[src/hdl/sccal_pkg.sv]
// Package: constants, reciprocal multipliers and month tables for the seconds clock calendar.
package sccal_pkg;

  localparam int NSTG = 14;

  localparam logic [1:0] FUNC_READ = 2'd0;
  localparam logic [1:0] FUNC_TICK = 2'd1;
  localparam logic [1:0] FUNC_SET  = 2'd2;

  localparam logic [2:0] WD_WED = 3'd3;
  localparam logic [2:0] WD_THU = 3'd4;
  localparam logic [2:0] WD_FRI = 3'd5;
  localparam logic [2:0] WD_SAT = 3'd6;
  localparam logic [2:0] WD_SUN = 3'd0;

  localparam logic [32:0] SECS_PER_DAY = 33'd86400;
  localparam logic [17:0] CIVIL_OFS    = 18'd146037;
  localparam logic [17:0] ERA_DAYS     = 18'd146097;
  localparam logic [17:0] DOE_LAST     = 18'd146096;
  localparam logic [17:0] CENT_1       = 18'd36524;
  localparam logic [17:0] CENT_2       = 18'd73048;
  localparam logic [17:0] CENT_3       = 18'd109572;
  localparam logic [15:0] WDAY_OFS     = 16'd10961;
  localparam logic [11:0] BASE_YEAR    = 12'd1600;
  localparam logic [11:0] ERA_YEARS    = 12'd400;
  localparam logic [11:0] NONLEAP_CENT = 12'd2100;

  // floor(x / d) = (x * M) >> S, exact for x < 2^w with S = w + bits(d)
  localparam int DAY_SHIFT = 35;
  localparam logic [25:0] DAY_MUL = 26'((64'd1 << DAY_SHIFT) / 64'd675 + 64'd1);
  localparam int MIN_SHIFT = 23;
  localparam logic [17:0] MIN_MUL = 18'((64'd1 << MIN_SHIFT) / 64'd60 + 64'd1);
  localparam int HOUR_SHIFT = 17;
  localparam logic [11:0] HOUR_MUL = 12'((64'd1 << HOUR_SHIFT) / 64'd60 + 64'd1);
  localparam int Q1460_SHIFT = 29;
  localparam logic [18:0] Q1460_MUL = 19'((64'd1 << Q1460_SHIFT) / 64'd1460 + 64'd1);
  localparam int Y365_SHIFT = 27;
  localparam logic [18:0] Y365_MUL = 19'((64'd1 << Y365_SHIFT) / 64'd365 + 64'd1);
  localparam int C100_SHIFT = 16;
  localparam logic [9:0] C100_MUL = 10'((64'd1 << C100_SHIFT) / 64'd100 + 64'd1);
  localparam int M153_SHIFT = 19;
  localparam logic [11:0] M153_MUL = 12'((64'd1 << M153_SHIFT) / 64'd153 + 64'd1);
  localparam int W7_SHIFT = 19;
  localparam logic [16:0] W7_MUL = 17'((64'd1 << W7_SHIFT) / 64'd7 + 64'd1);
  localparam int S7_SHIFT = 12;
  localparam logic [9:0] S7_MUL = 10'((64'd1 << S7_SHIFT) / 64'd7 + 64'd1);

  // days from March 1 to the first of month index mp (March is 0)
  function automatic logic [8:0] mar_offset(input logic [3:0] mp);
    logic [8:0] r;
    case (mp)
      4'd0:  r = 9'd0;
      4'd1:  r = 9'd31;
      4'd2:  r = 9'd61;
      4'd3:  r = 9'd92;
      4'd4:  r = 9'd122;
      4'd5:  r = 9'd153;
      4'd6:  r = 9'd184;
      4'd7:  r = 9'd214;
      4'd8:  r = 9'd245;
      4'd9:  r = 9'd275;
      4'd10: r = 9'd306;
      4'd11: r = 9'd337;
      default: r = 9'd0;
    endcase
    return r;
  endfunction

  function automatic logic [8:0] days_before(input logic [3:0] mi);
    logic [8:0] r;
    case (mi)
      4'd0:  r = 9'd0;
      4'd1:  r = 9'd31;
      4'd2:  r = 9'd59;
      4'd3:  r = 9'd90;
      4'd4:  r = 9'd120;
      4'd5:  r = 9'd151;
      4'd6:  r = 9'd181;
      4'd7:  r = 9'd212;
      4'd8:  r = 9'd243;
      4'd9:  r = 9'd273;
      4'd10: r = 9'd304;
      4'd11: r = 9'd334;
      default: r = 9'd0;
    endcase
    return r;
  endfunction

  function automatic logic [4:0] month_len(input logic [3:0] mi);
    logic [4:0] r;
    case (mi)
      4'd1:  r = 5'd28;
      4'd3:  r = 5'd30;
      4'd5:  r = 5'd30;
      4'd8:  r = 5'd30;
      4'd10: r = 5'd30;
      default: r = 5'd31;
    endcase
    return r;
  endfunction

endpackage

[src/hdl/seconds_clock_calendar_unit.sv]
// Seconds clock with calendar breakdown: count register and 14-stage date pipeline.
// Throughput: one item per cycle while out_stall is not holding the pipeline; the count register updates at acceptance.
// Pipeline stages advance independently; empty stages are filled under output stall.
// Reset (rst, synchronous) clears the count to zero and empties the pipeline.
module seconds_clock_calendar_unit (
  input  logic        clk,
  input  logic        rst,
  input  logic        in_valid,
  output logic        in_stall,
  input  logic [1:0]  func,
  input  logic [31:0] new_seconds,
  output logic        out_valid,
  input  logic        out_stall,
  output logic [31:0] seconds_count,
  output logic [5:0]  second,
  output logic [5:0]  minute,
  output logic [4:0]  hour,
  output logic [4:0]  day,
  output logic [3:0]  month,
  output logic [11:0] year,
  output logic [2:0]  weekday,
  output logic [8:0]  day_of_year,
  output logic [4:0]  days_in_month,
  output logic [5:0]  week_number,
  output logic [11:0] week_year
);

  logic [31:0] seconds_total;
  logic [31:0] seconds_total_next;
  logic [sccal_pkg::NSTG-1:0] vld;
  logic [sccal_pkg::NSTG-1:0] rdy;
  logic acc;

  always_comb begin
    rdy[sccal_pkg::NSTG-1] = !vld[sccal_pkg::NSTG-1] || !out_stall;
    for (int k = sccal_pkg::NSTG - 2; k >= 0; k--) begin
      rdy[k] = !vld[k] || rdy[k+1];
    end
  end

  assign in_stall  = rst || !rdy[0];
  assign acc       = in_valid && !in_stall;
  assign out_valid = vld[sccal_pkg::NSTG-1];

  always_comb begin
    case (func)
      sccal_pkg::FUNC_READ: seconds_total_next = seconds_total;
      sccal_pkg::FUNC_TICK: seconds_total_next = seconds_total + 32'd1;
      sccal_pkg::FUNC_SET:  seconds_total_next = new_seconds;
      default:              seconds_total_next = seconds_total;
    endcase
  end

  always_ff @(posedge clk) begin
    if (rst) begin
      seconds_total <= 32'd0;
      vld <= '0;
    end else begin
      if (acc) seconds_total <= seconds_total_next;
      if (rdy[0]) vld[0] <= acc;
      for (int k = 1; k < sccal_pkg::NSTG; k++) begin
        if (rdy[k]) vld[k] <= vld[k-1];
      end
    end
  end

  // stage payloads
  logic [31:0] s1_secs, s2_secs, s3_secs, s4_secs, s5_secs, s6_secs, s7_secs;
  logic [31:0] s8_secs, s9_secs, s10_secs, s11_secs, s12_secs, s13_secs;
  logic [15:0] s2_days;
  logic [16:0] s3_rem, s4_rem;
  logic [17:0] s3_doe, s4_doe, s5_doe, s6_doe, s7_doe;
  logic        s3_era, s4_era, s5_era, s6_era, s7_era;
  logic [15:0] s3_wx, s4_wx;
  logic [10:0] s4_mins, s5_mins;
  logic [6:0]  s4_q1460;
  logic [2:0]  s4_q36524;
  logic        s4_full;
  logic [13:0] s4_wq;
  logic [5:0]  s5_sec, s6_sec, s7_sec, s8_sec, s9_sec, s10_sec, s11_sec, s12_sec, s13_sec;
  logic [4:0]  s5_hour, s6_hour, s7_hour, s8_hour, s9_hour, s10_hour, s11_hour, s12_hour;
  logic [4:0]  s13_hour;
  logic [17:0] s5_t;
  logic [2:0]  s5_wday, s6_wday, s7_wday, s8_wday, s9_wday, s10_wday, s11_wday, s12_wday;
  logic [2:0]  s13_wday;
  logic [5:0]  s6_min, s7_min, s8_min, s9_min, s10_min, s11_min, s12_min, s13_min;
  logic [8:0]  s6_yoe, s7_yoe;
  logic [17:0] s7_y365;
  logic [1:0]  s7_yq100;
  logic [8:0]  s8_doy, s9_doy;
  logic [11:0] s8_yrb, s9_yrb;
  logic [3:0]  s9_mp;
  logic [4:0]  s10_dd, s11_dd, s12_dd, s13_dd;
  logic [3:0]  s10_mm, s11_mm, s12_mm, s13_mm;
  logic [11:0] s10_yr, s11_yr, s12_yr, s13_yr;
  logic        s11_leap, s12_leap, s13_leap;
  logic        s11_leapp, s12_leapp, s13_leapp;
  logic [8:0]  s11_yday, s12_yday, s13_yday;
  logic [4:0]  s11_mdays, s12_mdays, s13_mdays;
  logic [8:0]  s12_jx, s13_jx;
  logic [8:0]  s12_wkx;
  logic [5:0]  s13_jq, s13_wk;

  // stage 2: day count
  logic [50:0] day_prod;
  assign day_prod = 51'(s1_secs[31:7]) * 51'(sccal_pkg::DAY_MUL);

  // stage 3: second of day, day of era, weekday operand
  logic [32:0] day_base;
  logic [17:0] zp;
  logic        era_c;
  assign day_base = 33'(s2_days) * sccal_pkg::SECS_PER_DAY;
  assign zp       = 18'(s2_days) + sccal_pkg::CIVIL_OFS;
  assign era_c    = zp >= sccal_pkg::ERA_DAYS;

  // stage 4: minute of day, leap corrections, weekday quotient
  logic [34:0] min_prod;
  logic [36:0] q1460_prod;
  logic [32:0] wq_prod;
  assign min_prod   = 35'(s3_rem) * 35'(sccal_pkg::MIN_MUL);
  assign q1460_prod = 37'(s3_doe) * 37'(sccal_pkg::Q1460_MUL);
  assign wq_prod    = 33'(s3_wx) * 33'(sccal_pkg::W7_MUL);

  // stage 5
  logic [22:0] hour_prod;
  assign hour_prod = 23'(s4_mins) * 23'(sccal_pkg::HOUR_MUL);

  // stage 6
  logic [36:0] yoe_prod;
  assign yoe_prod = 37'(s5_t) * 37'(sccal_pkg::Y365_MUL);

  // stage 7
  logic [18:0] yq_prod;
  assign yq_prod = 19'(s6_yoe) * 19'(sccal_pkg::C100_MUL);

  // stage 9
  logic [10:0] mpx;
  logic [22:0] mp_prod;
  assign mpx     = 11'(s8_doy) * 11'd5 + 11'd2;
  assign mp_prod = 23'(mpx) * 23'(sccal_pkg::M153_MUL);

  // stage 10
  logic [3:0] mm_c;
  assign mm_c = (s9_mp < 4'd10) ? s9_mp + 4'd3 : s9_mp - 4'd9;

  // stage 11: only 2000 and 2100 are centuries in range
  logic [11:0] yr_prev;
  logic        leap_c, leapp_c;
  logic [3:0]  mi_c;
  assign yr_prev = s10_yr - 12'd1;
  assign leap_c  = (s10_yr[1:0] == 2'd0) && (s10_yr != sccal_pkg::NONLEAP_CENT);
  assign leapp_c = (yr_prev[1:0] == 2'd0) && (yr_prev != sccal_pkg::NONLEAP_CENT);
  assign mi_c    = s10_mm - 4'd1;

  // stage 12
  logic [2:0] iso_wd;
  assign iso_wd = (s11_wday == sccal_pkg::WD_SUN) ? 3'd7 : s11_wday;

  // stage 13
  logic [18:0] jq_prod, wk_prod;
  assign jq_prod = 19'(s12_jx) * 19'(sccal_pkg::S7_MUL);
  assign wk_prod = 19'(s12_wkx) * 19'(sccal_pkg::S7_MUL);

  // stage 14: ISO week resolution from the weekday of January 1
  logic [2:0]  jan1;
  logic        w53_cur, w53_prev;
  logic [5:0]  week_c;
  logic [11:0] wyear_c;
  assign jan1     = 3'(s13_jx - 9'(s13_jq) * 9'd7);
  assign w53_cur  = (jan1 == sccal_pkg::WD_THU) || (s13_leap && jan1 == sccal_pkg::WD_WED);
  assign w53_prev = (jan1 == sccal_pkg::WD_FRI) || (s13_leapp && jan1 == sccal_pkg::WD_SAT);

  always_comb begin
    if (s13_wk == 6'd0) begin
      week_c  = w53_prev ? 6'd53 : 6'd52;
      wyear_c = s13_yr - 12'd1;
    end else if (s13_wk > (w53_cur ? 6'd53 : 6'd52)) begin
      week_c  = 6'd1;
      wyear_c = s13_yr + 12'd1;
    end else begin
      week_c  = s13_wk;
      wyear_c = s13_yr;
    end
  end

  always_ff @(posedge clk) begin
    if (rdy[0]) begin
      s1_secs <= seconds_total_next;
    end
    if (rdy[1]) begin
      s2_secs <= s1_secs;
      s2_days <= day_prod[sccal_pkg::DAY_SHIFT +: 16];
    end
    if (rdy[2]) begin
      s3_secs <= s2_secs;
      s3_rem  <= s2_secs[16:0] - day_base[16:0];
      s3_era  <= era_c;
      s3_doe  <= era_c ? zp - sccal_pkg::ERA_DAYS : zp;
      s3_wx   <= s2_days + sccal_pkg::WDAY_OFS;
    end
    if (rdy[3]) begin
      s4_secs   <= s3_secs;
      s4_rem    <= s3_rem;
      s4_mins   <= min_prod[sccal_pkg::MIN_SHIFT +: 11];
      s4_doe    <= s3_doe;
      s4_era    <= s3_era;
      s4_q1460  <= q1460_prod[sccal_pkg::Q1460_SHIFT +: 7];
      s4_q36524 <= 3'(s3_doe >= sccal_pkg::CENT_1) + 3'(s3_doe >= sccal_pkg::CENT_2)
                 + 3'(s3_doe >= sccal_pkg::CENT_3) + 3'(s3_doe >= sccal_pkg::DOE_LAST);
      s4_full   <= s3_doe == sccal_pkg::DOE_LAST;
      s4_wx     <= s3_wx;
      s4_wq     <= wq_prod[sccal_pkg::W7_SHIFT +: 14];
    end
    if (rdy[4]) begin
      s5_secs <= s4_secs;
      s5_sec  <= 6'(s4_rem - 17'(s4_mins) * 17'd60);
      s5_hour <= hour_prod[sccal_pkg::HOUR_SHIFT +: 5];
      s5_mins <= s4_mins;
      s5_t    <= s4_doe - 18'(s4_q1460) + 18'(s4_q36524) - 18'(s4_full);
      s5_wday <= 3'(s4_wx - 16'(s4_wq) * 16'd7);
      s5_doe  <= s4_doe;
      s5_era  <= s4_era;
    end
    if (rdy[5]) begin
      s6_secs <= s5_secs;
      s6_sec  <= s5_sec;
      s6_hour <= s5_hour;
      s6_min  <= 6'(s5_mins - 11'(s5_hour) * 11'd60);
      s6_wday <= s5_wday;
      s6_yoe  <= yoe_prod[sccal_pkg::Y365_SHIFT +: 9];
      s6_doe  <= s5_doe;
      s6_era  <= s5_era;
    end
    if (rdy[6]) begin
      s7_secs  <= s6_secs;
      s7_sec   <= s6_sec;
      s7_hour  <= s6_hour;
      s7_min   <= s6_min;
      s7_wday  <= s6_wday;
      s7_yoe   <= s6_yoe;
      s7_y365  <= 18'(s6_yoe) * 18'd365;
      s7_yq100 <= yq_prod[sccal_pkg::C100_SHIFT +: 2];
      s7_doe   <= s6_doe;
      s7_era   <= s6_era;
    end
    if (rdy[7]) begin
      s8_secs <= s7_secs;
      s8_sec  <= s7_sec;
      s8_hour <= s7_hour;
      s8_min  <= s7_min;
      s8_wday <= s7_wday;
      s8_doy  <= 9'(s7_doe - (s7_y365 + 18'(s7_yoe[8:2]) - 18'(s7_yq100)));
      s8_yrb  <= sccal_pkg::BASE_YEAR + (s7_era ? sccal_pkg::ERA_YEARS : 12'd0)
               + 12'(s7_yoe);
    end
    if (rdy[8]) begin
      s9_secs <= s8_secs;
      s9_sec  <= s8_sec;
      s9_hour <= s8_hour;
      s9_min  <= s8_min;
      s9_wday <= s8_wday;
      s9_doy  <= s8_doy;
      s9_yrb  <= s8_yrb;
      s9_mp   <= mp_prod[sccal_pkg::M153_SHIFT +: 4];
    end
    if (rdy[9]) begin
      s10_secs <= s9_secs;
      s10_sec  <= s9_sec;
      s10_hour <= s9_hour;
      s10_min  <= s9_min;
      s10_wday <= s9_wday;
      s10_dd   <= 5'(s9_doy - sccal_pkg::mar_offset(s9_mp) + 9'd1);
      s10_mm   <= mm_c;
      s10_yr   <= s9_yrb + 12'(mm_c <= 4'd2);
    end
    if (rdy[10]) begin
      s11_secs  <= s10_secs;
      s11_sec   <= s10_sec;
      s11_hour  <= s10_hour;
      s11_min   <= s10_min;
      s11_wday  <= s10_wday;
      s11_dd    <= s10_dd;
      s11_mm    <= s10_mm;
      s11_yr    <= s10_yr;
      s11_leap  <= leap_c;
      s11_leapp <= leapp_c;
      s11_yday  <= sccal_pkg::days_before(mi_c) + 9'(s10_dd)
                 + 9'(leap_c && s10_mm > 4'd2);
      s11_mdays <= sccal_pkg::month_len(mi_c) + 5'(leap_c && s10_mm == 4'd2);
    end
    if (rdy[11]) begin
      s12_secs  <= s11_secs;
      s12_sec   <= s11_sec;
      s12_hour  <= s11_hour;
      s12_min   <= s11_min;
      s12_wday  <= s11_wday;
      s12_dd    <= s11_dd;
      s12_mm    <= s11_mm;
      s12_yr    <= s11_yr;
      s12_leap  <= s11_leap;
      s12_leapp <= s11_leapp;
      s12_yday  <= s11_yday;
      s12_mdays <= s11_mdays;
      s12_jx    <= 9'(s11_wday) + 9'd372 - s11_yday;
      s12_wkx   <= s11_yday + 9'd10 - 9'(iso_wd);
    end
    if (rdy[12]) begin
      s13_secs  <= s12_secs;
      s13_sec   <= s12_sec;
      s13_hour  <= s12_hour;
      s13_min   <= s12_min;
      s13_wday  <= s12_wday;
      s13_dd    <= s12_dd;
      s13_mm    <= s12_mm;
      s13_yr    <= s12_yr;
      s13_leap  <= s12_leap;
      s13_leapp <= s12_leapp;
      s13_yday  <= s12_yday;
      s13_mdays <= s12_mdays;
      s13_jx    <= s12_jx;
      s13_jq    <= jq_prod[sccal_pkg::S7_SHIFT +: 6];
      s13_wk    <= wk_prod[sccal_pkg::S7_SHIFT +: 6];
    end
    if (rdy[13]) begin
      seconds_count <= s13_secs;
      second        <= s13_sec;
      minute        <= s13_min;
      hour          <= s13_hour;
      day           <= s13_dd;
      month         <= s13_mm;
      year          <= s13_yr;
      weekday       <= s13_wday;
      day_of_year   <= s13_yday;
      days_in_month <= s13_mdays;
      week_number   <= week_c;
      week_year     <= wyear_c;
    end
  end

`ifndef NO_ASSERTIONS
  a_tick: assert property (@(posedge clk) disable iff (rst)
    acc && func == sccal_pkg::FUNC_TICK |=> seconds_total == $past(seconds_total) + 32'd1)
    else $error("tick did not advance count");

  a_set: assert property (@(posedge clk) disable iff (rst)
    acc && func == sccal_pkg::FUNC_SET |=> seconds_total == $past(new_seconds))
    else $error("set did not load count");

  a_time: assert property (@(posedge clk) disable iff (rst)
    out_valid |-> second <= 6'd59 && minute <= 6'd59 && hour <= 5'd23
                  && day >= 5'd1 && day <= days_in_month && weekday <= 3'd6)
    else $error("time or date field out of range");

  a_iso: assert property (@(posedge clk) disable iff (rst)
    out_valid |-> week_number >= 6'd1 && week_number <= 6'd53
                  && (week_year == year
                      || (week_year == year + 12'd1 && month == 4'd12)
                      || (week_year == year - 12'd1 && month == 4'd1)))
    else $error("ISO week inconsistent with date");
`endif

endmodule

[config.mk]
export PLATFORM = sky130hd
export DESIGN_NAME = seconds_clock_calendar_unit
export DESIGN_NICKNAME = d
export VERILOG_FILES = /design/src/hdl/sccal_pkg.sv /design/src/hdl/seconds_clock_calendar_unit.sv
export SDC_FILE = /design/constraint.sdc
export NUM_CORES = 2
export LEC_CHECK = 0
export BUFFER_PORTS_ARGS = -buffer_cell sky130_fd_sc_hd__buf_2
export CORE_MARGIN = 5
export CORE_UTILIZATION = 60
export CTS_BUF_LIST = sky130_fd_sc_hd__clkbuf_16
export DETAILED_ROUTE_END_ITERATION = 8
export PLACE_DENSITY_LB_ADDON = 0.1
export REMOVE_ABC_BUFFERS = 1
export SLEW_MARGIN = 20
export SYNTH_ARGS = -nofsm -noshare
export SYNTH_HDL_FRONTEND = slang
export SYNTH_SLANG_ARGS = --single-unit
export TNS_END_PERCENT = 20
[constraint.sdc]
create_clock -name clk -period 19.6 [get_ports clk]
set_clock_uncertainty 0.15 [all_clocks]
set_input_delay 3.92 -clock clk [delete_from_list [all_inputs] [get_ports clk]]
set_output_delay 3.92 -clock clk [all_outputs]
set_load 0.02 [all_outputs]
==> implementation parameters <==
Parameter                              Value

Timing
  Final setup vio count    0
  Final period utilization    0.581
  Final Hold Vio Count    0
  Final worst path period need    11,390 ps
  Maximum clock rate    between 0.08 and 0.09 GHz
  Pin slew with the least headroom to its limit    between 1000 and 1500 ps
  Setup repair after global routing missed its margin    no
  Total Neg Setup Slack    0 ps
  Pins over their slew limit    0
  Headroom to the max-slew limit    0.279
  Post-route worst hold slack    241 ps

Final layout
  Count of nets after finishing    between 7,000 and 8,000
  Ratio of cells with drive above 1 in the final layout    0.0674
  Core utilization of the finished layout    0.659
  Antenna diode count    0
  Area growth, synth to finish    8.84%
  Total of fill cells in the finished design    between 8,000 and 9,000

Setup path
  WP data required    ~16,000 ps
  Endpoint kind of the worst setup timing path    primary output
  Worst Setup Path Type    in2out
  Setup slack, reg-to-reg    between 10,000 and 15,000 ps
  Max Fanout on Critical Path    37
  Data arrival time at the worst-slack endpoint    7320 ps
  Crit path launch type    primary input

Logic synthesis
  Share of the synthesized area in compound gates (AO/OA/AOI/OAI)    0.0539
  Most common library cells after synthesis    sky130_fd_sc_hd__ha_1, sky130_fd_sc_hd__inv_1, sky130_fd_sc_hd__edfxtp_1
  Post-synthesis share of cell area spent on xor and xnor gates    0.0322
  Post-synthesis instance total    between 5,000 and 6,000
  Yosys top cell area share    0.437
  Adder and majority gate portion of the synthesized area    0.361
  Leading cell types by total area after synthesis    sky130_fd_sc_hd__edfxtp_1, sky130_fd_sc_hd__ha_1, sky130_fd_sc_hd__fa_1, sky130_fd_sc_hd__inv_1, sky130_fd_sc_hd__xnor2_1
  Cell accounting for the most synthesized area    sky130_fd_sc_hd__edfxtp_1
  Synthesized-area fraction occupied by and/or/nand/nor cells    0.0378
  Syn_area_per_cell    around 13 um2
  Main combinational cell family by area after synthesis    adder cells
  Async set or reset register ratio after synthesis    0
  Number of library cell types mapped by synthesis    89
  Area of the mapped netlist    0.0728 mm2
  Yosys warning count    0
  Number of enable flip-flop cells after synthesis    between 1,000 and 1,500
  Multiplexer area fraction after synthesis    0.00316
  Sequential cell area fraction in the yosys report    0.451
  Number of synthesized register bits    between 1,000 and 1,500
  Library cell with the highest instance count after synthesis    sky130_fd_sc_hd__ha_1
  Most instantiated flip-flop cell in the synthesis netlist    sky130_fd_sc_hd__edfxtp_1

Die
  Width of the chip    roughly 360 um
  Die Area    approximately 0.13 mm2
  Initial core utilization    0.606
  Area of the core region    approximately 0.12 mm2
  Total I/O pin count    roughly 150
  Die Span Y    approximately 360 um
  Row count    127

Route
  ANT nets after route    0
  Post-route DRC violation count    0
  Average via count per standard cell    approximately 5.3
  Detailed Routing Iterations Pass 1    5
  Sum of routed wire length over all layers    130,000 um
  Average wire per cell in the routed design    17.5 um
  Number of vias after detailed routing    a little under 40,000
  Iter 0 DRT Violations    approximately 2,200

Placement
  Sum of net half-perimeters after detailed placement    100,000 um
  Port-buffer cells    approximately 140
  Placer congestion estimate    slightly below 0.9

CTS
  Number of buffers inserted during clock tree synthesis    between 100 and 150
  Post-CTS resize count    0
  Count of hold-fix buffers inserted at cts    0
  Worst-path clk slew    ~60 ps
  CTS sink cnt    ~1,100
  Later-pin clock latency in the skew report    730 ps
  H-tree Lvls    3
  Root buffer selected by CTS    sky130_fd_sc_hd__clkbuf_16
  Buffer levels on the longest clock path    3
  Buffer count from post-CTS setup fixing    0
  CTS tree    done

Job
  Max-cap violations    0

Global routing
  Number of antenna violations at the first check in global routing    0
  Via count of the first global-routing pass    ~40,000
  Global-route wire length before repair    215,000 um
  Leftover overflow at the end of global routing    0
  Largest net degree at the start of global routing    80
  Gr usage total    0.212

Status
  Result of the run    finished clean

Min path
  Worst hold-check path type    reg2reg
[cell families (layout without fill, tap and decap cells)]
kind of cell,count (synthesis),after routing
adder cells (fa/ha/maj),1765,1765
XOR/XNOR,267,267
AND/OR/NAND/NOR,568,568
flip-flops,1111,1111
AO/OA/AOI/OAI,591,591
multiplexers,22,22
buffers and inverters,1161,1489
[cells in the final DEF (no fill, tap or decap), drive strengths merged, types with 143 or more instances in the layout]
| cell type | netlist | routed |
|---|---|---|
| inv | 1113 | 1139 |
| fa | 566 | 566 |
| a21oi | 158 | 158 |
| ha | 1199 | 1199 |
| edfxtp | 1060 | 1060 |
| nand2 | 143 | 143 |
| buf | 14 | 176 |
| nor2 | 166 | 166 |
| xnor2 | 203 | 203 |
[routing by layer]
layer | track usage | up-vias | wire [um]
met2 | 0.367 | 534 | 64900
met4 | 0.0511 | 0 | 2650
li1 | - | 19213 | -
met5 | 0 | - | 0
met3 | 0.0216 | 163 | 3860
met1 | 0.292 | 19364 | 58700
[metrics by stage]
stage               instance area (um2)  std cells  setup WS [ps]
CTS                               79300       7425           8120
global placement                  75700       7225           8230
floorplan                         72600       5437           8340
global route                      79300       7425           7900
detailed placement                75700       7225           8140
finish                            79300       7425           8210
[area by class of cell]
cell class	count	area (um2)	area share
Inverter	1113	4180	0.0528
Tap cell	1612	2020	0.0254
Clock inverter	89	836	0.0105
Timing Repair Buffer	176	965	0.0122
Clock buffer	111	2780	0.0350
Multi-Input combinational cell	3213	35700	0.450
Sequential cell	1111	32900	0.414
[worst max-delay path, cell delays in order]
cell	delay (ps)
sky130_fd_sc_hd__buf_2	120
sky130_fd_sc_hd__and3_1	340
sky130_fd_sc_hd__and3_2	310
sky130_fd_sc_hd__and3_1	430
sky130_fd_sc_hd__clkinv_2	640
sky130_fd_sc_hd__nor3_4	700
sky130_fd_sc_hd__nand4_1	160
sky130_fd_sc_hd__buf_4	300
sky130_fd_sc_hd__nand2b_1	180
sky130_fd_sc_hd__buf_2	180
[state kept, by name (all words and copies together) (netlist names), 18 cells and up, named ones only]
| signal | cells |
|---|---|
| s2_secs | 32 |
| s1_secs | 32 |
| s9_secs | 32 |
| s4_secs | 32 |
| s5_secs | 32 |
| s4_doe | 18 |
| s11_secs | 32 |
| seconds_total | 32 |
| seconds_count | 32 |
| s10_secs | 32 |
| s8_secs | 32 |
| s3_doe | 18 |
| s12_secs | 32 |
| s7_secs | 32 |
| s13_secs | 32 |
| s5_t | 18 |
| s3_secs | 32 |
| s6_secs | 32 |
[path summary, 6_finish.rpt]
| path | start | endpoint | cells past startpoint |
|---|---|---|---|
| min | s5_wday[2] | s6_wday[2] | 0 |
| max reg2reg | s8_doy[1] | register | 30 |
| max | out_stall | in_stall | 10 |
| min reg2reg | s5_wday[2] | s6_wday[2] | 0 |
Power is left out: the tool's default activity adds up to more than one toggle a clock period on the data nets, which glitch-free logic cannot reach.
